**src/rtl/pdd_pkg.sv**
```systemverilog
package pdd_pkg;

	localparam int POS_W  = 24;
	localparam int DIFF_W = POS_W + 1;
	localparam int MAG_W  = POS_W;
	localparam int SQ_W   = 2 * MAG_W + 2;
	localparam int QUAT_W = 16;
	localparam int SPC_W  = 20;
	localparam int THR_W  = 2 * SPC_W;
	localparam int APB_DW = 32;
	localparam int APB_AW = 3;

	localparam logic [SPC_W-1:0] CLOUD_SPACING_RST    = 20'd1000;
	localparam logic [SPC_W-1:0] WAYPOINT_SPACING_RST = 20'd4000;
	localparam logic [THR_W-1:0] CLOUD_THR_RST        = 40'd1000000;
	localparam logic [THR_W-1:0] WAYPOINT_THR_RST     = 40'd16000000;

	// register select is byte address bit 2
	typedef enum logic {
		REG_CLOUD_SPACING    = 1'b0,
		REG_WAYPOINT_SPACING = 1'b1
	} reg_idx_t;

	typedef logic signed [POS_W-1:0]  pos_t;
	typedef logic signed [DIFF_W-1:0] rel_t;
	typedef logic signed [QUAT_W-1:0] quat_t;

	typedef struct packed {
		pos_t x;
		pos_t y;
		pos_t z;
	} pos3_t;

endpackage

```
**src/rtl/pdd_dist_gate.sv**
```systemverilog
module pdd_dist_gate (
	input  pdd_pkg::pos3_t                   cur,
	input  pdd_pkg::pos3_t                   anchor,
	input  logic [pdd_pkg::THR_W-1:0]        thr_sq,
	output logic                             pass
);

	logic [pdd_pkg::DIFF_W-1:0] dx, dy, dz;
	logic [pdd_pkg::MAG_W-1:0]  mx, my, mz;
	logic [2*pdd_pkg::MAG_W-1:0] sx, sy, sz;
	logic [pdd_pkg::SQ_W-1:0]   dist_sq;

	assign dx = {cur.x[pdd_pkg::POS_W-1], cur.x} - {anchor.x[pdd_pkg::POS_W-1], anchor.x};
	assign dy = {cur.y[pdd_pkg::POS_W-1], cur.y} - {anchor.y[pdd_pkg::POS_W-1], anchor.y};
	assign dz = {cur.z[pdd_pkg::POS_W-1], cur.z} - {anchor.z[pdd_pkg::POS_W-1], anchor.z};

	// magnitude of a difference of two 24-bit values never exceeds 2^24-1
	always_comb begin
		mx = dx[pdd_pkg::DIFF_W-1] ? pdd_pkg::MAG_W'(-dx) : dx[pdd_pkg::MAG_W-1:0];
		my = dy[pdd_pkg::DIFF_W-1] ? pdd_pkg::MAG_W'(-dy) : dy[pdd_pkg::MAG_W-1:0];
		mz = dz[pdd_pkg::DIFF_W-1] ? pdd_pkg::MAG_W'(-dz) : dz[pdd_pkg::MAG_W-1:0];
	end

	assign sx = mx * mx;
	assign sy = my * my;
	assign sz = mz * mz;

	assign dist_sq = pdd_pkg::SQ_W'(sx) + pdd_pkg::SQ_W'(sy) + pdd_pkg::SQ_W'(sz);
	assign pass    = (dist_sq >= pdd_pkg::SQ_W'(thr_sq));

endmodule

```
**config.mk**
```make
export PLATFORM = sky130hd
export DESIGN_NAME = pdd_dist_gate
export DESIGN_NICKNAME = d
export VERILOG_FILES = /design/src/rtl/pdd_pkg.sv /design/src/rtl/pdd_dist_gate.sv
export SDC_FILE = /design/constraint.sdc
export NUM_CORES = 2
export LEC_CHECK = 0
export BUFFER_PORTS_ARGS = -buffer_cell sky130_fd_sc_hd__buf_4
export CAP_MARGIN = 10
export CORE_MARGIN = 2
export CORE_UTILIZATION = 35
export DETAILED_ROUTE_END_ITERATION = 10
export PLACE_DENSITY = 0.51
export SETUP_SLACK_MARGIN = 0.02
export SLEW_MARGIN = 10
export SYNTH_ARGS = -nofsm -noshare
export SYNTH_HDL_FRONTEND = slang
export SYNTH_SLANG_ARGS = --single-unit
export TNS_END_PERCENT = 20
```
**constraint.sdc**
```tcl
create_clock -name vclk -period 18
set_input_delay 0.9 -clock vclk [all_inputs]
set_output_delay 0.9 -clock vclk [all_outputs]
set_load 0.05 [all_outputs]
```
==> flow_summary_export.csv <==
group,metric,value,unit
grt,grt_max_degree,32,
cells_and_area,seqCellArea,0,sq um
yosys,muxShareOfSynthArea,0.00243,
grt,grt_pass1_vias,44000,
yosys,synth_nets,8456,
timing,min_period_over_period,0.949,
die,core,158000,sq um
yosys,synth_adder_area_share,0.658,
place,finalWeightedCongestion,0.972,
yosys,synth.avg_cell_area,8.92,sq um
worst_setup_path,crit_type,"primary input to output port",
timing,rsz0062_at_grt,"false",
drt,initialDrtViolationCount,2735,
drt,drcViolationCount,0,
drt,viasPerCell,4.80,
clocking,post-cts-setup-buffer-count,0,
die,ioPinCount,185,
worst_setup_path,critical_path_required,17.10,ns
worst_setup_path,endpoint_kind,"output port",
die,dieArea,162000,sq um
yosys,synth_top_family_by_area,"adder cells",
grt,antenna_found_initial,0,
grt,grt_pass1_wl,268000,um
timing,finalMaxSlewViolations,0,
timing,period_needed,17.08,ns
grt,grt-ovfl-total,0,
cells_and_area,drive_gt1_frac,0.0608,
worst_setup_path,slowest_delay,0.70,ns
clocking,cts_resized,0,
min_path,hold_end,"pass",
worst_setup_path,startpoint_type,"primary input",
timing,totalNegativeSetupSlack,0,ns
die,rows,146,
outcome,status,"complete, no violations",
cells_and_area,clock_buffers,0,
timing,timing.slew.headroom,0.311,
clocking,ctsHoldBuffers,0,
place,place_hpwl,152000,um
drt,drt_pass1_iterations,6,
die,die_h,402,um
grt,grt_usage,0.216,
yosys,synth_xor_area_frac,0.0282,
die,die_x,402,um
min_path,min_path_type,"primary input to output port",
drt,ant_nets,0,
timing,setup_viol,0,
cells_and_area,seq_cells,0,
drt,wl,168000,um
cells_and_area,diodes,0,
min_path,worstHoldStart,"thr_sq[38]",
cells_and_area,fin_nets,8579,
worst_setup_path,arrival,16.18,ns
yosys,synth_cell_type_count,97,
yosys,yosys.area_share.simple,0.103,
place,portBuffers,185,
yosys,syn-cell-area,55500,sq um
drt,vias,40400,
flow_run,max-cap-violations,0,
yosys,ys_seq_area_frac,0,
timing,max_clock_freq,58.6,MHz
die,start_util,0.352,
yosys,netlist_instances,6230,
drt,wl_per_cell,20.0,um
worst_setup_path,cp_common_cell,"fa_1",
timing,worst_pin_slew,1.03,ns
worst_setup_path,critPathMaxFanout,17,
timing,hold_viol,0,
cells_and_area,syn_to_final_growth,7.57,%
yosys,synth-compound-area-share,0.0633,
min_path,holdPathStages,11,
worst_setup_path,critPathSlowestCell,"fa_1",
yosys,ys_warn_count,0,
-- metrics by stage --
stage                     worst slack [ns]  instances  hold WS, ns  instance area [sq um]  utilization
final                                0.922       8423         3.11                  59800        0.378
after global routing                0.0365       8423         3.19                  59800        0.378
after CTS                            0.911       8423         3.13                  59700        0.378
after detailed placement             0.909       8423         3.13                  59700        0.378
after global placement                1.01       8423         3.12                  59700        0.378
after floorplan                       2.69       6230         2.73                  55500            -
-- synth_stat cells, types with 22 or more instances --
| master | count | area share |
|---|---|---|
| a21o_1 | 81 | 0.011 |
| a21oi_1 | 153 | 0.014 |
| buf_2 | 32 | 0.0029 |
| clkbuf_1 | 128 | 0.0086 |
| fa_1 | 1462 | 0.53 |
| ha_1 | 580 | 0.13 |
| inv_1 | 1930 | 0.13 |
| nand2_1 | 533 | 0.036 |
| nand2b_1 | 22 | 0.0025 |
| nand3_1 | 35 | 0.0032 |
| nand4_1 | 28 | 0.0032 |
| nor2_1 | 570 | 0.039 |
| nor3_1 | 27 | 0.0024 |
| o21a_1 | 25 | 0.0034 |
| o21ai_0 | 80 | 0.0072 |
| xnor2_1 | 100 | 0.016 |
| xor2_1 | 76 | 0.012 |
-- worst max path at each step --
stage / from / end / slack, ns / cells past startpoint
after floorplan: cur[48] / pass / 2.69 / 55
after global placement: cur[48] / pass / 1.01 / 56
after detailed placement: cur[48] / pass / 0.91 / 55
after CTS: cur[48] / pass / 0.91 / 55
after global routing: cur[48] / pass / 0.04 / 57
final: cur[6] / pass / 0.92 / 54
-- metal layers --
layer | vias up | wire [um] | global-route usage
met5 | - | 0 | 0
met3 | 163 | 11700 | 0.0283
met4 | 0 | 3720 | 0.0361
li1 | 18400 | - | -
met2 | 1290 | 72100 | 0.330
met1 | 20500 | 80900 | 0.330
-- final cells by class --
class | instances | area, sq um
well taps | 2072 | 2590
repair buffers | 297 | 2230
fillers | 16200 | 98300
inverters | 1954 | 7350
multi-input cells | 4100 | 47600
-- cells by family (layout without fill, tap and decap cells) --
group	count (synthesis)	in the layout
fa+ha+maj	2042	2042
simple gates	1352	1352
buf+inv	2130	2251
mux	13	13
xor+xnor	177	177
compound gates	516	516
-- worst max-delay path, delay by kind of cell --
kind	cells	cell delay [ns]
AO/OA/AOI/OAI	13	3.44
XOR/XNOR	3	0.85
adder cells (fa/ha/maj)	13	6.13
AND/OR/NAND/NOR	14	3.53
buffers and inverters	11	1.28
-- placed cells by master, fill, tap and decap left out, types with 19 or more instances in the layout --
| cell | count |
|---|---|
| a21oi_1 | 153 |
| and3_1 | 19 |
| nand2b_1 | 22 |
| nor2_1 | 570 |
| a21o_1 | 81 |
| ha_1 | 580 |
| nor3_1 | 27 |
| and2_1 | 21 |
| xor2_1 | 73 |
| inv_1 | 1928 |
| o21a_1 | 25 |
| buf_4 | 297 |
| fa_1 | 1462 |
| nand2_1 | 533 |
| o21ai_0 | 80 |
| nand3_1 | 35 |
| xnor2_1 | 93 |
| nand4_1 | 28 |
Power is not shown: default switching activity piles up to over one toggle a cycle in this logic, so the estimate is an artifact.
